## config.mk

```make
export PLATFORM = sky130hd
export DESIGN_NAME = utf8_c_string_escaper
export DESIGN_NICKNAME = d
export VERILOG_FILES = /design/src/u8esc_pkg.sv /design/src/utf8_c_string_escaper.sv
export SDC_FILE = /design/constraint.sdc
export NUM_CORES = 1
export LEC_CHECK = 0
export ABC_AREA = 1
export BUFFER_PORTS_ARGS = -buffer_cell sky130_fd_sc_hd__buf_2
export CAP_MARGIN = 10
export CORE_MARGIN = 2
export CORE_UTILIZATION = 65
export CTS_CLUSTER_DIAMETER = 40
export CTS_CLUSTER_SIZE = 20
export DETAILED_ROUTE_END_ITERATION = 10
export GPL_TIMING_DRIVEN = 0
export PLACE_DENSITY = 0.84
export SLEW_MARGIN = 30
export SYNTH_ARGS = -nofsm -noshare
export SYNTH_HDL_FRONTEND = slang
export SYNTH_SLANG_ARGS = --single-unit
```

## constraint.sdc

```tcl
create_clock -name i_clk -period 5.4 [get_ports i_clk]
set_input_delay 0.54 -clock i_clk [delete_from_list [all_inputs] [get_ports i_clk]]
set_output_delay 0.54 -clock i_clk [all_outputs]
set_load 0.01 [all_outputs]
```

## src/u8esc_pkg.sv

```systemverilog
// Types, constants, microcode and helper functions of the UTF-8 checking C string escaper.
package u8esc_pkg;

    localparam int PC_W = 4;

    localparam logic [7:0] CONT_LO   = 8'h80;
    localparam logic [7:0] LEAD2_LO  = 8'hC0;
    localparam logic [7:0] LEAD3_LO  = 8'hE0;
    localparam logic [7:0] LEAD4_LO  = 8'hF0;
    localparam logic [7:0] LEAD_MAX  = 8'hF4;
    localparam logic [7:0] SURR_LO   = 8'hA0;
    localparam logic [7:0] PLANE_LO  = 8'h90;
    localparam logic [7:0] OVER2_MAX = 8'hC1;
    localparam logic [7:0] SURR_LEAD = 8'hED;

    localparam logic [7:0] CH_QUOTE  = 8'h22;
    localparam logic [7:0] CH_BSL    = 8'h5C;
    localparam logic [7:0] CH_X      = 8'h78;
    localparam logic [7:0] CH_SPACE  = 8'h20;

    localparam logic [PC_W-1:0] PC_OPEN     = 4'd0;
    localparam logic [PC_W-1:0] PC_DISPATCH = 4'd1;
    localparam logic [PC_W-1:0] PC_HEX      = 4'd2;
    localparam logic [PC_W-1:0] PC_HEX_X    = 4'd3;
    localparam logic [PC_W-1:0] PC_HEX_HI   = 4'd4;
    localparam logic [PC_W-1:0] PC_HEX_LO   = 4'd5;
    localparam logic [PC_W-1:0] PC_CLOSE    = 4'd6;
    localparam logic [PC_W-1:0] PC_SINGLE   = 4'd7;
    localparam logic [PC_W-1:0] PC_LETTER   = 4'd8;
    localparam logic [PC_W-1:0] PC_BRK_Q1   = 4'd9;
    localparam logic [PC_W-1:0] PC_BRK_SP   = 4'd10;
    localparam logic [PC_W-1:0] PC_BRK_Q2   = 4'd11;
    localparam logic [PC_W-1:0] PC_RAW      = 4'd12;

    typedef enum logic [3:0] {
        E_NONE, E_QUOTE, E_BSL, E_X, E_HI, E_LO, E_RAW, E_LETTER, E_SPACE
    } t_emit;

    typedef enum logic [3:0] {
        C_NEVER, C_ALWAYS, C_OPEN, C_SINGLE, C_NO_HEX, C_CLOSE,
        C_HI, C_ESC, C_NO_ESC, C_BRK, C_MORE
    } t_cond;

    typedef enum logic [1:0] {
        L_NO, L_YES, L_OPEN, L_BYTE
    } t_lastsel;

    typedef struct packed {
        t_emit           emit;
        t_cond           emit_cond;
        t_lastsel        last;
        t_cond           jump_cond;
        logic [PC_W-1:0] target;
        logic            inc_idx;
        logic            done;
    } t_uop;

    typedef struct packed {
        logic need_open;
        logic single;
        logic no_hex;
        logic close;
        logic hi;
        logic esc;
        logic brk;
        logic more;
    } t_flags;

    function automatic t_uop mk(input t_emit e, input t_cond ec, input t_lastsel l,
                                input t_cond jc, input logic [PC_W-1:0] t,
                                input logic inc, input logic d);
        t_uop u;
        u.emit      = e;
        u.emit_cond = ec;
        u.last      = l;
        u.jump_cond = jc;
        u.target    = t;
        u.inc_idx   = inc;
        u.done      = d;
        return u;
    endfunction

    function automatic t_uop ucode(input logic [PC_W-1:0] pc);
        t_uop u;
        case (pc)
            PC_OPEN:     u = mk(E_QUOTE,  C_OPEN,   L_OPEN, C_SINGLE, PC_SINGLE, 1'b0, 1'b0);
            PC_DISPATCH: u = mk(E_NONE,   C_NEVER,  L_NO,   C_NO_HEX, PC_CLOSE,  1'b0, 1'b0);
            PC_HEX:      u = mk(E_BSL,    C_ALWAYS, L_NO,   C_NEVER,  PC_OPEN,   1'b0, 1'b0);
            PC_HEX_X:    u = mk(E_X,      C_ALWAYS, L_NO,   C_NEVER,  PC_OPEN,   1'b0, 1'b0);
            PC_HEX_HI:   u = mk(E_HI,     C_HI,     L_NO,   C_NEVER,  PC_OPEN,   1'b0, 1'b0);
            PC_HEX_LO:   u = mk(E_LO,     C_ALWAYS, L_BYTE, C_MORE,   PC_HEX,    1'b1, 1'b0);
            PC_CLOSE:    u = mk(E_QUOTE,  C_CLOSE,  L_YES,  C_NEVER,  PC_OPEN,   1'b0, 1'b1);
            PC_SINGLE:   u = mk(E_BSL,    C_ESC,    L_NO,   C_NO_ESC, PC_BRK_Q1, 1'b0, 1'b0);
            PC_LETTER:   u = mk(E_LETTER, C_ALWAYS, L_YES,  C_NEVER,  PC_OPEN,   1'b0, 1'b1);
            PC_BRK_Q1:   u = mk(E_QUOTE,  C_BRK,    L_NO,   C_NEVER,  PC_OPEN,   1'b0, 1'b0);
            PC_BRK_SP:   u = mk(E_SPACE,  C_BRK,    L_NO,   C_NEVER,  PC_OPEN,   1'b0, 1'b0);
            PC_BRK_Q2:   u = mk(E_QUOTE,  C_BRK,    L_NO,   C_NEVER,  PC_OPEN,   1'b0, 1'b0);
            PC_RAW:      u = mk(E_RAW,    C_ALWAYS, L_YES,  C_NEVER,  PC_OPEN,   1'b0, 1'b1);
            default:     u = mk(E_NONE,   C_NEVER,  L_NO,   C_NEVER,  PC_OPEN,   1'b0, 1'b1);
        endcase
        return u;
    endfunction

    function automatic logic eval_cond(input t_cond c, input t_flags f);
        logic r;
        case (c)
            C_NEVER:  r = 1'b0;
            C_ALWAYS: r = 1'b1;
            C_OPEN:   r = f.need_open;
            C_SINGLE: r = f.single;
            C_NO_HEX: r = f.no_hex;
            C_CLOSE:  r = f.close;
            C_HI:     r = f.hi;
            C_ESC:    r = f.esc;
            C_NO_ESC: r = !f.esc;
            C_BRK:    r = f.brk;
            C_MORE:   r = f.more;
            default:  r = 1'b0;
        endcase
        return r;
    endfunction

    function automatic logic is_cont(input logic [7:0] b);
        return (b >= CONT_LO) && (b < LEAD2_LO);
    endfunction

    function automatic logic is_hex_digit(input logic [7:0] b);
        return b inside {[8'h30:8'h39], [8'h41:8'h46], [8'h61:8'h66]};
    endfunction

    function automatic logic [2:0] lead_len(input logic [7:0] b);
        logic [2:0] n;
        if (b < LEAD2_LO) begin
            n = 3'd1;
        end else if (b < LEAD3_LO) begin
            n = 3'd2;
        end else if (b < LEAD4_LO) begin
            n = 3'd3;
        end else begin
            n = 3'd4;
        end
        return n;
    endfunction

    function automatic logic chunk_ok(input logic [7:0] b0, input logic [7:0] b1,
                                      input logic [7:0] b2, input logic [7:0] b3,
                                      input logic [2:0] n);
        logic ok;
        case (n)
            3'd1: ok = b0 < CONT_LO;
            3'd2: ok = (b0 > OVER2_MAX) && is_cont(b1);
            3'd3: ok = (b0 != LEAD3_LO || b1 >= SURR_LO) && (b0 != SURR_LEAD || b1 < SURR_LO)
                       && is_cont(b1) && is_cont(b2);
            3'd4: ok = (b0 <= LEAD_MAX) && (b0 != LEAD4_LO || b1 >= PLANE_LO)
                       && (b0 != LEAD_MAX || b1 < PLANE_LO)
                       && is_cont(b1) && is_cont(b2) && is_cont(b3);
            default: ok = 1'b0;
        endcase
        return ok;
    endfunction

    function automatic logic [7:0] hex_char(input logic [3:0] v);
        return (v < 4'd10) ? (8'h30 + {4'h0, v}) : (8'h41 + {4'h0, v} - 8'd10);
    endfunction

    function automatic logic [7:0] esc_letter(input logic [7:0] c);
        logic [7:0] e;
        case (c)
            8'h22:   e = 8'h22;
            8'h5C:   e = 8'h5C;
            8'h07:   e = 8'h61;
            8'h08:   e = 8'h62;
            8'h0C:   e = 8'h66;
            8'h0A:   e = 8'h6E;
            8'h0D:   e = 8'h72;
            8'h09:   e = 8'h74;
            8'h0B:   e = 8'h76;
            default: e = 8'h00;
        endcase
        return e;
    endfunction

endpackage

```

## src/utf8_c_string_escaper.sv

```systemverilog
// Top level of the UTF-8 checking C string escaper with its microcoded sequencer.
// The block takes one item at a time and sends its characters one by one through an output
// register; a small program in a read-only table steps through the quotes and escapes. After
// the accept cycle, an item that only holds a byte of a longer character, a backslash-letter
// escape, a raw character or a chunk of bytes sent as hex escapes runs its own path through
// that program, one step per cycle of the sequencer; a stalled output holds the sequencer
// on the step that wants to send.
module utf8_c_string_escaper (
    input  logic       i_clk,
    input  logic       i_rst_n,
    input  logic       i_valid,
    output logic       o_ready,
    input  logic       i_opcode,
    input  logic [7:0] i_data_byte,
    output logic       o_valid,
    input  logic       i_ready,
    output logic [7:0] o_out_char,
    output logic       o_out_last
);

    logic [7:0] r_buf [4];
    logic [1:0] r_fill;
    logic [2:0] r_need;
    logic       r_after_hex;
    logic       r_open;

    logic       r_busy;
    logic [u8esc_pkg::PC_W-1:0] r_pc;
    logic [1:0] r_idx;
    logic       r_need_open;
    logic       r_close;
    logic       r_single;
    logic [2:0] r_cnt;
    logic       r_brk;

    logic       r_out_valid;
    logic [7:0] r_out_char;
    logic       r_out_last;

    logic [u8esc_pkg::PC_W-1:0] n_pc;
    logic [1:0] n_idx;

    logic       accept;
    logic [7:0] w [4];
    logic [2:0] len;
    logic [2:0] fill_p1;
    logic       complete;
    logic       single_ok;

    u8esc_pkg::t_uop   uop;
    u8esc_pkg::t_flags flags;
    logic [7:0] cur;
    logic [7:0] letter;
    logic       emit_go;
    logic       out_free;
    logic       step;
    logic       jump;
    logic [7:0] emit_char;
    logic       emit_last;

    assign accept   = i_valid && o_ready;
    assign o_ready  = !r_busy;
    assign o_valid  = r_out_valid;
    assign o_out_char = r_out_char;
    assign o_out_last = r_out_last;

    always_comb begin
        for (int i = 0; i < 4; i++) begin
            w[i] = (r_fill == 2'(i)) ? i_data_byte : r_buf[i];
        end
    end

    assign len       = (r_fill == 2'd0) ? u8esc_pkg::lead_len(i_data_byte) : r_need;
    assign fill_p1   = {1'b0, r_fill} + 3'd1;
    assign complete  = fill_p1 >= len;
    assign single_ok = (r_fill == 2'd0) && u8esc_pkg::chunk_ok(w[0], w[1], w[2], w[3], fill_p1);

    always_ff @(posedge i_clk) begin
        if (accept && !i_opcode) begin
            r_buf[r_fill] <= i_data_byte;
        end
    end

    always_ff @(posedge i_clk) begin
        if (!i_rst_n) begin
            r_fill      <= 2'd0;
            r_need      <= 3'd1;
            r_after_hex <= 1'b0;
            r_open      <= 1'b0;
            r_need_open <= 1'b0;
            r_close     <= 1'b0;
            r_single    <= 1'b0;
            r_cnt       <= 3'd0;
            r_brk       <= 1'b0;
        end else if (accept) begin
            r_need_open <= !r_open;
            r_close     <= i_opcode;
            if (i_opcode) begin
                r_cnt       <= {1'b0, r_fill};
                r_single    <= 1'b0;
                r_brk       <= 1'b0;
                r_fill      <= 2'd0;
                r_need      <= 3'd1;
                r_after_hex <= 1'b0;
                r_open      <= 1'b0;
            end else begin
                r_open <= 1'b1;
                r_brk  <= r_after_hex && u8esc_pkg::is_hex_digit(i_data_byte);
                if (complete) begin
                    r_single    <= single_ok;
                    r_cnt       <= single_ok ? 3'd0 : fill_p1;
                    r_fill      <= 2'd0;
                    r_need      <= 3'd1;
                    r_after_hex <= !single_ok;
                end else begin
                    r_single <= 1'b0;
                    r_cnt    <= 3'd0;
                    r_fill   <= r_fill + 2'd1;
                    r_need   <= len;
                end
            end
        end
    end

    assign uop    = u8esc_pkg::ucode(r_pc);
    assign cur    = r_buf[r_idx];
    assign letter = u8esc_pkg::esc_letter(cur);

    always_comb begin
        flags.need_open = r_need_open;
        flags.single    = r_single;
        flags.no_hex    = r_cnt == 3'd0;
        flags.close     = r_close;
        flags.hi        = cur[7:4] != 4'h0;
        flags.esc       = letter != 8'h00;
        flags.brk       = r_brk;
        flags.more      = ({1'b0, r_idx} + 3'd1) < r_cnt;
    end

    assign emit_go  = (uop.emit != u8esc_pkg::E_NONE)
                      && u8esc_pkg::eval_cond(uop.emit_cond, flags);
    assign out_free = !r_out_valid || i_ready;
    assign step     = r_busy && (!emit_go || out_free);
    assign jump     = u8esc_pkg::eval_cond(uop.jump_cond, flags);

    always_comb begin
        case (uop.emit)
            u8esc_pkg::E_QUOTE:  emit_char = u8esc_pkg::CH_QUOTE;
            u8esc_pkg::E_BSL:    emit_char = u8esc_pkg::CH_BSL;
            u8esc_pkg::E_X:      emit_char = u8esc_pkg::CH_X;
            u8esc_pkg::E_HI:     emit_char = u8esc_pkg::hex_char(cur[7:4]);
            u8esc_pkg::E_LO:     emit_char = u8esc_pkg::hex_char(cur[3:0]);
            u8esc_pkg::E_RAW:    emit_char = cur;
            u8esc_pkg::E_LETTER: emit_char = letter;
            u8esc_pkg::E_SPACE:  emit_char = u8esc_pkg::CH_SPACE;
            default:             emit_char = 8'h00;
        endcase
    end

    always_comb begin
        case (uop.last)
            u8esc_pkg::L_NO:   emit_last = 1'b0;
            u8esc_pkg::L_YES:  emit_last = 1'b1;
            u8esc_pkg::L_OPEN: emit_last = !r_close && (r_cnt == 3'd0) && !r_single;
            u8esc_pkg::L_BYTE: emit_last = !flags.more && !r_close;
            default:           emit_last = 1'b0;
        endcase
    end

    assign n_pc  = jump ? uop.target : r_pc + 4'd1;
    assign n_idx = uop.inc_idx ? r_idx + 2'd1 : r_idx;

    always_ff @(posedge i_clk) begin
        if (!i_rst_n) begin
            r_busy <= 1'b0;
            r_pc   <= u8esc_pkg::PC_OPEN;
            r_idx  <= 2'd0;
        end else if (accept) begin
            r_busy <= 1'b1;
            r_pc   <= u8esc_pkg::PC_OPEN;
            r_idx  <= 2'd0;
        end else if (step) begin
            r_busy <= !uop.done;
            r_pc   <= n_pc;
            r_idx  <= n_idx;
        end
    end

    always_ff @(posedge i_clk) begin
        if (!i_rst_n) begin
            r_out_valid <= 1'b0;
        end else if (step && emit_go) begin
            r_out_valid <= 1'b1;
        end else if (i_ready) begin
            r_out_valid <= 1'b0;
        end
    end

    always_ff @(posedge i_clk) begin
        if (step && emit_go) begin
            r_out_char <= emit_char;
            r_out_last <= emit_last;
        end
    end

    a_fill_need: assert property (@(posedge i_clk) disable iff (!i_rst_n)
        (r_fill == 2'd0) == (r_need == 3'd1))
        else $error("Chunk fill and chunk length disagree.");

    a_fill_below_need: assert property (@(posedge i_clk) disable iff (!i_rst_n)
        {1'b0, r_fill} < r_need)
        else $error("A held chunk is as long as its lead allows.");

    a_pc_range: assert property (@(posedge i_clk) disable iff (!i_rst_n)
        r_busy |-> r_pc <= u8esc_pkg::PC_RAW)
        else $error("The sequencer left its program.");

    a_done_frees: assert property (@(posedge i_clk) disable iff (!i_rst_n)
        (step && uop.done) |=> !r_busy)
        else $error("The sequencer did not finish the item on its last step.");

endmodule

```

==> impl_results.md, run 1 <==
- TritonCTS clock tree: yes
- Synth Net Count: 671
- PostCTS Resize Cnt: 0
- Flops & latches, synth: 84
- Crit Path Class: reg -> reg
- Vias: 4425
- Root buf cell: clkbuf_8
- Status: completed
- Met1 Use GR: 37.8%
- Hold/Removal Path Class: in -> reg
- GRT Util Overall: 28.7%
- GPL Wtd Cong: 0.942
- Synth Warn #: 0
- DRC viols: 0
- Max Cap Viol: 0
- CTS buffer count: 9
- H-tree levels: 3
- Clk_lat worst skew: 0.35 ns
- Crit. End Element: register
- First-pass GRT wire length: 19000 µm
- IO buf count: 23
- Least-Margin Pin Slew: 0.828 ns
- Slew Limit Fails: 0
- RSZ-0062 raised after global routing: no
- Via density per instance: 5.75
- Routed Antenna Nets: 0
- Fill cells: 596
- Slew headroom: 44.6%
- Ys flop type: dfxtp_1
- Final worst slack: 1.18 ns
- Skew final: 0.0125 ns
- Die Area: 8250 µm²
- CP max FO: 10
- Synthesized instance count: 631
- Ys async rst share: 0%
- Commonest non-fill, non-tap cells in the layout: 144 x nand2_1, 97 x inv_1, 50 x nor2_1, 45 x nand3_1, 44 x o21ai_0
- Initial DRC count: 362
- Place WS: 1.27 ns
- Maximum VDD drop: 0.000258 V
- Synthesized area per cell: 7.77 µm²
- Pin count of the biggest net entering global routing: 14
- Min cycle time layout: 4.22 ns
- Die X: 90.8 µm
- Setup-failing EPs final: 0
- Vias in the first global route: 4059
- Layout cell share with drive strength beyond 1: 12.5%
- Ant. Diodes: 0
- Final Cycle Share: 78.1%
- Post-CTS Repair Setup Buffers: 0
- Util after Layout: 73.6%
- Layout Area Growth over Synthesis: 9.57%
- Maximum clock rate: 237 MHz
- Synth unique cells: 42
- Sequential-to-total area share from yosys stat: 42.7%
- Dpl hpwl: 8690 µm
- Reg clk slew, reported paths: 0.09 ns
- Arrival time of the worst setup path: 4.46 ns
- Gr ovfl total: 0
- Height of the die: 90.8 µm
- Clock sink count: 84
- Startpoint Class: register
- GR Util met2: 48.3%
- # IOs: 24
- Met3 usage: 5.51%
- Starting Density: 67.2%
- WL final: 11600 µm
- Drt wl/cell: 15.1 µm
- Post-synth EDFFs: 41
- Leakage: 2.44 nW
- Maximum root-to-sink buffer count: 2
- WP data required: 5.64 ns
- Nets@finish: 705
- Post-synthesis cell area: 4900 µm²
- Setup_tns: 0 ns
- First-pass DRT Iterations: 7
- PD cells: 280 nW/µm²
- GR peak layer: met2
- Rows: 31
- Fin. Hold Viols: 0
- Most common cell after layout, fill and taps aside: nand2_1
- Hold Buf Count CTS: 0
- Core area: 7290 µm²
- Initial antenna violation count: 0
## power by group
group / leakage (nW) / total, mW / switching, mW / internal [mW]
Sequential: 0.728 / 0.728 / 0.0235 / 0.704
Clock: 0.112 / 0.525 / 0.222 / 0.303
Combinational: 1.60 / 0.250 / 0.168 / 0.0816
## through the flow
stage                     cells  area, µm²  power, mW  hold WS, ns
after floorplan             631       4900      0.918        0.423
after global placement      753       5140      0.976        0.434
after detailed placement    753       5140      0.984        0.466
after CTS                   769       5370       1.50        0.450
after global routing        769       5370       1.56        0.455
final                       769       5370       1.50        0.458
## worst paths after layout
check | slack, ns | end | startpoint | depth (start not counted)
hold / removal | 0.46 | r_buf[0][7] | i_data_byte[7] | 1
hold reg to reg | 0.47 | r_need_open | r_open | 1
setup reg to reg | 1.18 | uop[16] | register | 24
setup / recovery | 1.18 | uop[16] | register | 24
## layer usage
layer | part of all wire [%] | vias to the layer above | wire length (µm)
li1 | - | 2157 | -
met5 | 0 | - | 0
met4 | 1.6 | 0 | 180
met2 | 48 | 194 | 5550
met3 | 6.9 | 19 | 796
met1 | 44 | 2055 | 5080
## synth_stat cells (all sizes together), types with 4 or more instances
cell | instances | area share [%]
o22ai | 9 | 1.1
nor2 | 57 | 5.2
edfxtp | 41 | 25
a21oi | 27 | 2.8
inv | 104 | 8.0
ha | 27 | 6.9
o21ai | 47 | 4.8
nor3 | 17 | 1.8
nand3 | 56 | 7.3
a31oi | 4 | 0.51
nand4 | 11 | 1.4
dfxtp | 43 | 18
nand2 | 161 | 13
## worst max-delay path: stages, from the launching register on
cell	delay (ns)
dfxtp_1	0.41
buf_4	0.20
clkbuf_1	0.37
a21oi_1	0.14
a32oi_1	0.44
inv_1	0.19
ha_1	0.25
nor2_1	0.09
nor2_1	0.06
nand2_2	0.09
nand3_1	0.10
nor2_1	0.20
nand3_1	0.12
nand3_2	0.13
nand3_4	0.11
nand2_4	0.15
nand2_1	0.08
nand3_2	0.21
inv_1	0.12
ha_1	0.33
inv_1	0.05
nand3_1	0.10
nand2_1	0.07
nand2_1	0.05
nand2_1	0.04
## area by class of cell
cell class	count	area, µm²	share of cell area [%]
multi-input combinational	437	2380	44.3
sequential	84	2090	39.0
inverter	104	393	7.32
clock buffer	10	128	2.38
tap	99	124	2.31
timing repair buffer	23	115	2.14
clock inverter	6	103	1.91
buffer	6	35.0	0.652
## flip-flops by register name, indices dropped and copies added (netlist names), 2 cells and up, named ones only
| register | flops |
|---|---|
| o_out_char | 8 |
| r_need | 3 |
| r_fill | 2 |
| uop | 19 |
| r_cnt | 3 |
| r_idx | 2 |
| r_buf | 32 |
| r_pc | 4 |
## logic make-up (layout without fill, tap and decap cells)
family | count (synthesis) | after routing | synth area share, %
AO/OA/AOI/OAI | 101 | 101 | 11.5
XOR/XNOR | 2 | 2 | 0.357
adder cells (fa/ha/maj) | 27 | 27 | 6.89
buffers and inverters | 110 | 149 | 8.73
flip-flops | 84 | 84 | 42.7
AND/OR/NAND/NOR | 307 | 307 | 29.8
No activity file was read; power rests on OpenSTA's default activity.
==> run 2, diff against run 1 <==
Settings changed: ABC_AREA 1 to 0, CORE_UTILIZATION 65 to 62, PLACE_DENSITY 0.84 to 0.8.
Clock period 5.4 ns to 3.9 ns, I/O delays scaled along.
==> impl_results.md, run 2 <==
- Post-Layout Cell Count: 699 (-9.1%)
- TritonCTS clock tree: yes
- Synth unique cells: 80 (+90%)
- Routed Antenna Nets: 0 (unchanged)
- Top reg by flops: r_buf
- Initial DRC count: 390 (+7.7%)
- Synthesized area per cell: 9.77 µm² (+26%)
- GPL Wtd Cong: 0.961 (+2.0%)
- Maximum root-to-sink buffer count: 2 (unchanged)
- Root buf cell: clkbuf_8
- Max reg flops: 32 (unchanged)
- Height of the die: 93.8 µm (+3.3%)
- Leakage: 2.32 nW (-4.7%)
- Hold Buf Count CTS: 0 (unchanged)
- Post-synthesis cell area: 5000 µm² (+2.1%)
- Placed cells: 637 (-15%)
- Cells along the critical path: clkbuf_16 > mux4_2 > buf_6 > ha_4 > o21ai_1 > o22ai_1 > nand4_1 > o311ai_4 > buf_12 > o31a_4 > nand2_4 > mux2_4 > mux2i_4 > nor2_4 > ha_4 > inv_4 > or2_1 > a21oi_2
- Post-route cell area: 6130 µm² (+14%)
- Synth Warn #: 0 (unchanged)
- Crit. End Element: register
- IO buf count: 23 (unchanged)
- Maximum VDD drop: 0.000466 V (+81%)
- Maximum clock rate: 250 MHz (+5.5%)
- Skew final: 0.0132 ns (+0.000754 ns)
- Sequential-to-total area share from yosys stat: 41.8% (-0.88 points)
- Flops & latches, synth: 84 (unchanged)
- Final total power: 2.60 mW (+73%)
- Slew Limit Fails: 0 (unchanged)
- Gr ovfl total: 0 (unchanged)
- Final Cycle Share: 102% (+24 points)
- Dpl hpwl: 8640 µm (-0.49%)
- RSZ-0062 raised after global routing: yes
- WHS: 0.250 ns (-0.209 ns)
- PD cells: 424 nW/µm² (+52%)
- Synth Net Count: 552 (-18%)
- Vias: 4552 (+2.9%)
- Most common cell after layout, fill and taps aside: nor2_1
- Fill cells: 496 (-17%)
- Worst path slowest cell: mux4_2
- Synthesized instance count: 512 (-19%)
- Nets@finish: 632 (-10%)
- First-pass GRT wire length: 20900 µm (+9.9%)
- Layout cell share with drive strength beyond 1: 28.5% (+16 points)
- Most common cell on crit path: ha_4
- Storage cell area: 2100 µm² (+0.18%)
- Reg clk slew, reported paths: 0.09 ns (about the same)
- Clk_lat worst skew: 0.37 ns (+0.02 ns)
- Most frequent cell after synthesis: nor2_1
- Die Area: 8810 µm² (+6.7%)
- Die X: 93.8 µm (+3.3%)
- Drt wl/cell: 20.2 µm (+34%)
- DRC viols: 0 (unchanged)
- # IOs: 24 (unchanged)
- Util after Layout: 78.9% (+5.2 points)
- Fin. Hold Viols: 0 (unchanged)
- Initial antenna violation count: 0 (unchanged)
- Post-synth EDFFs: 41 (unchanged)
- Largest stage delay, worst path: 0.58 ns (+0.14 ns)
- CP max FO: 5 (-5)
- Rows: 32 (+3.2%)
- Slew headroom: 48.0% (+3.4 points)
- Commonest non-fill, non-tap cells in the layout: 52 x nor2_1, 44 x buf_4, 42 x dfxtp_1, 41 x edfxtp_1, 40 x nand2_1
- Hold/Removal Path Class: in -> reg
- Post-synth top area share: 24.6% (-0.52 points)
- Pin count of the biggest net entering global routing: 15 (+1)
- GRT Util Overall: 30.8% (+2.1 points)
- Yosys top cell by area: edfxtp_1
- Min cycle time layout: 4.00 ns (-0.220 ns)
- Via density per instance: 6.51 (+13%)
- Ant. Diodes: 0 (unchanged)
- Setup_tns: -0.581 ns (-0.581 ns)
- Layout Area Growth over Synthesis: 22.5%
- Crit Path Class: reg -> reg
- Ys flop type: dfxtp_1
- Failing checks: negative setup slack
- Ys async rst share: 0% (unchanged)
- First-pass DRT Iterations: 5 (-2)
- Footprint of the multi-input gates: 3010 µm² (+26%)
- Placed instance area: 5310 µm² (+3.3%)
- Top delay family on crit path: multiplexers
- Final worst slack: -0.0962 ns (-1.28 ns)
- Synth top area cells: edfxtp_1 25%, dfxtp_1 17%, ha_1 6.8%, a21oi_1 4.2%, nor2_1 4.1%
- Least-Margin Pin Slew: 0.772 ns (-0.0564 ns)
- Status: finished, violations left
- Max Cap Viol: 0 (unchanged)
- CTS buffer count: 9 (unchanged)
- Place WS: -0.545 ns (-1.82 ns)
- Post-synth top cells: 54 x nor2_1, 43 x dfxtp_1, 42 x a21oi_1, 42 x nand2_1, 41 x edfxtp_1
- Setup-failing EPs final: 11 (+11)
- H-tree levels: 3 (unchanged)
- Arrival time of the worst setup path: 4.31 ns (-0.15 ns)
- WL final: 14100 µm (+22%)
- Clock sink count: 84 (unchanged)
- Vias in the first global route: 4100 (+1.0%)
- Core area: 7770 µm² (+6.5%)
- Buf+Inv Stages, Crit Path: 4 (-1)
- Starting Density: 64.4% (-2.8 points)
- WP data required: 4.21 ns (-1.43 ns)
- Startpoint Class: register
==> run 2: cell types whose count changed after synthesis, sizes merged, moves of 9 or more <==
cell / previous run / this run
clkbuf: 3 / 13
a21oi: 27 / 42
inv: 104 / 28
mux2: 0 / 9
mux2i: 0 / 13
nand2: 161 / 44
and2: 0 / 13
nand3: 56 / 12
o21ai: 47 / 27
nor2b: 0 / 9
==> run 2: final timing paths <==
path / cells after the start / slack [ns] / start / to
worst max-delay path: 18 / -0.1 / register / uop[13]
worst min-delay path: 2 / 0.25 / i_rst_n / r_need[0]
worst max register to register: 18 / -0.1 / register / uop[13]
worst min register to register: 1 / 0.40 / uop[0] / r_busy
==> run 2: worst register-to-register path: cells and delay by family, from the launching register on <==
family,cells,cell delay [ns]
multiplexers,3,1.10
AND/OR/NAND/NOR,4,0.58
buffers and inverters,4,0.56
flip-flops,1,0.38
adder cells (fa/ha/maj),2,0.49
AO/OA/AOI/OAI,5,0.84
==> run 2: area by class of cell <==
cell class,instances,share of cell area (%)
Tap cell,102,2.08
Inverter,29,2.02
Timing Repair Buffer,70,8.03
Clock inverter,4,0.511
Clock buffer,12,2.61
Multi-Input combinational cell,383,49.1
Sequential cell,84,34.2
Buffer,15,1.45
==> run 2: cell families (layout without fill, tap and decap cells) <==
family	Yosys count	after routing	share of synthesized area (%)
AND/OR/NAND/NOR	188	188	19.6
AO/OA/AOI/OAI	135	135	19.3
flip-flops	84	84	41.8
buffers and inverters	45	130	3.63
multiplexers	30	30	8.38
adder cells (fa/ha/maj)	27	27	6.75
XOR/XNOR	3	3	0.525
==> run 2: layer usage <==
layer	global-route usage, %	wire, µm	vias up
met1	41.7	5690	2147
met3	5.38	1070	62
met2	48.7	6840	281
li1	-	-	2062
met4	13.0	533	0
met5	0	0	-
==> run 2: what timing repair did <==
item | 4_1_cts | 5_1_grt
buffers inserted | 27 | 20
endpoints found under the hold margin | 0 | 0
resized for setup | 40 | 23
setup endpoints to repair | 20 | 29
pin swaps | 23 | 27
==> run 2: where the power goes <==
group	leakage, nW	internal, mW	switching, mW
combinational	1.50	0.409	0.518
sequential	0.723	1.00	0.0655
clock	0.0957	0.280	0.325
==> run 3, diff against run 2 <==
Settings changed: PLACE_DENSITY 0.8 to default, PLACE_DENSITY_LB_ADDON from default to 0.1.
==> impl_results.md, run 3 (same netlist as run 2, synthesis figures left out) <==
- Failing checks: negative setup slack
- Clk_lat worst skew: 0.36 ns (about the same)
- H-tree levels: 3 (unchanged)
- Leakage: 2.23 nW (-4.0%)
- Crit Path Class: reg -> reg
- GR peak layer: met2
- Hold path startpoint: i_rst_n
- Final worst slack: -0.107 ns (-0.0108 ns)
- Fill cells: 516 (+4.0%)
- Slew Limit Fails: 0 (unchanged)
- Layout cell share with drive strength beyond 1: 24.7% (-3.8 points)
- TritonCTS clock tree: yes
- Hold Path Cell Cnt: 2 (unchanged)
- Hold Buf Count CTS: 0 (unchanged)
- Ant. Diodes: 0 (unchanged)
- Startpoint Class: register
- Layout Area Growth over Synthesis: 18.6%
- DRC viols: 0 (unchanged)
- RSZ-0062 raised after global routing: yes
- Max Cap Viol: 0 (unchanged)
- WL final: 13500 µm (-4.6%)
- GR Util met2: 47.8% (-0.89 points)
- Maximum clock rate: 250 MHz (-0.27%)
- WP data required: 4.17 ns (-0.04 ns)
- Met3 usage: 6.18% (+0.80 points)
- GPL Wtd Cong: 0.983 (+2.3%)
- Footprint of the multi-input gates: 2920 µm² (-3.0%)
- Die X: 93.8 µm (unchanged)
- Min cycle time layout: 4.01 ns (+0.0108 ns)
- Top reg by flops: r_buf
- Initial DRC count: 313 (-20%)
- Worst path slowest cell: mux4_2
- Worst Hold Path EP: r_need[0]
- Via density per instance: 6.43 (-1.3%)
- Nets@finish: 618 (-2.2%)
- Storage cell area: 2100 µm² (unchanged)
- Pin count of the biggest net entering global routing: 15 (unchanged)
- Starting Density: 64.4% (unchanged)
- Maximum VDD drop: 0.000344 V (-26%)
- Dpl hpwl: 8810 µm (+1.9%)
- PD cells: 430 nW/µm² (+1.4%)
- Commonest non-fill, non-tap cells in the layout: 53 x nor2_1, 42 x dfxtp_1, 41 x edfxtp_1, 40 x nand2_1, 39 x a21oi_1
- Reg clk slew, reported paths: 0.09 ns (about the same)
- Clock sink count: 84 (unchanged)
- Hold/Removal Path Class: in -> reg
- Final Cycle Share: 103% (+0.28 points)
- Vias: 4404 (-3.3%)
- Setup-failing EPs final: 13 (+2)
- Root buf cell: clkbuf_8
- Reg2reg end: uop[18]
- First-pass GRT wire length: 20900 µm (about the same)
- Initial antenna violation count: 0 (unchanged)
- Routed Antenna Nets: 0 (unchanged)
- Crit. End Element: register
- Slew headroom: 53.0% (+5.0 points)
- Gr ovfl total: 0 (unchanged)
- Flop2flop setup slack: -0.11 ns (about the same)
- Largest stage delay, worst path: 0.57 ns (about the same)
- Met1 Use GR: 40.6% (-1.1 points)
- Rows: 32 (unchanged)
- Height of the die: 93.8 µm (unchanged)
- # IOs: 24 (unchanged)
- GRT Util Overall: 30.5% (-0.27 points)
- Least-Margin Pin Slew: 0.702 ns (-0.0696 ns)
- Cells along the critical path: clkbuf_16 > mux4_2 > inv_2 > ha_4 > nand2_2 > a2bb2o_4 > nand2_4 > o311ai_4 > o2111ai_4 > nand2_4 > buf_4 > mux2_4 > a32oi_4 > buf_4 > nand2b_2 > o22ai_1
- Placed instance area: 5310 µm² (unchanged)
- Maximum root-to-sink buffer count: 2 (unchanged)
- Most common cell after layout, fill and taps aside: nor2_1
- CTS buffer count: 9 (unchanged)
- Die Area: 8810 µm² (unchanged)
- Drt wl/cell: 19.7 µm (-2.7%)
- Placed cells: 637 (unchanged)
- Post-route cell area: 5930 µm² (-3.1%)
- Core area: 7770 µm² (unchanged)
- Post-Layout Cell Count: 685 (-2.0%)
- Vias in the first global route: 4318 (+5.3%)
- Status: finished, violations left
- Skew final: 0.0122 ns (-0.00100 ns)
- Worst-case reg-to-reg path depth: 16 (-2)
- Fin. Hold Viols: 0 (unchanged)
- CP max FO: 6 (+1)
- First-pass DRT Iterations: 7 (+2)
- Final total power: 2.55 mW (-1.8%)
- Max reg flops: 32 (unchanged)
- Arrival time of the worst setup path: 4.28 ns (-0.03 ns)
- IO buf count: 23 (unchanged)
[run 3: where the power goes]
part	internal, mW	switching [mW]
clock network	0.361	0.324
registers	1.00	0.0613
logic	0.340	0.465
total	1.70	0.850
[run 3: what timing repair did]
item	4_1_cts	5_1_grt
pin swaps	22	10
gates resized for setup	27	13
endpoints found under the setup margin	29	28
setup buffers	22	11
[run 3: cell type report]
class / instances / share of cell area, %
Inverter: 29 / 2.02
Clock buffer: 10 / 2.15
Clock inverter: 6 / 1.50
Tap cell: 102 / 2.15
Buffer: 15 / 1.56
Sequential cell: 84 / 35.3
Timing Repair Buffer: 56 / 6.11
Multi-Input combinational cell: 383 / 49.2
[run 3: worst max path at each step]
stage	start	to	slack [ns]	cells after the start
finish	register	uop[18]	-0.11	16
global route	register	uop[0]	-0.24	18
CTS	register	uop[17]	-0.06	19
global placement	register	uop[2]	-0.46	19
floorplan	register	uop[13]	0.005	17
detailed placement	register	uop[2]	-0.53	19
[run 3: per-layer routing]
metal	vias to the layer above	share of wire, %
met5	-	0
met4	0	3.4
met3	56	7.3
met2	230	48
met1	2085	41
li1	2033	-
[run 3: worst max-delay path: cells and delay by family (launching register included)]
family,cells,cell delay (ns)
adders and majority gates,1,0.15
buffers and inverters,4,0.64
DFF,1,0.38
AOI/OAI and AO/OA,5,1.44
muxes,2,0.90
and+or+nand+nor,4,0.42
[run 3: stage by stage]
step	setup TNS [ns]	hold slack [ns]	util (%)	setup WS (ns)
after floorplan	0	0.382	-	0.00472
after global placement	-4.75	0.402	68.3	-0.458
after detailed placement	-6.50	0.413	68.3	-0.526
after CTS	-0.247	0.245	74.9	-0.0631
after global routing	-2.60	0.257	76.4	-0.237
final	-0.643	0.262	76.4	-0.107
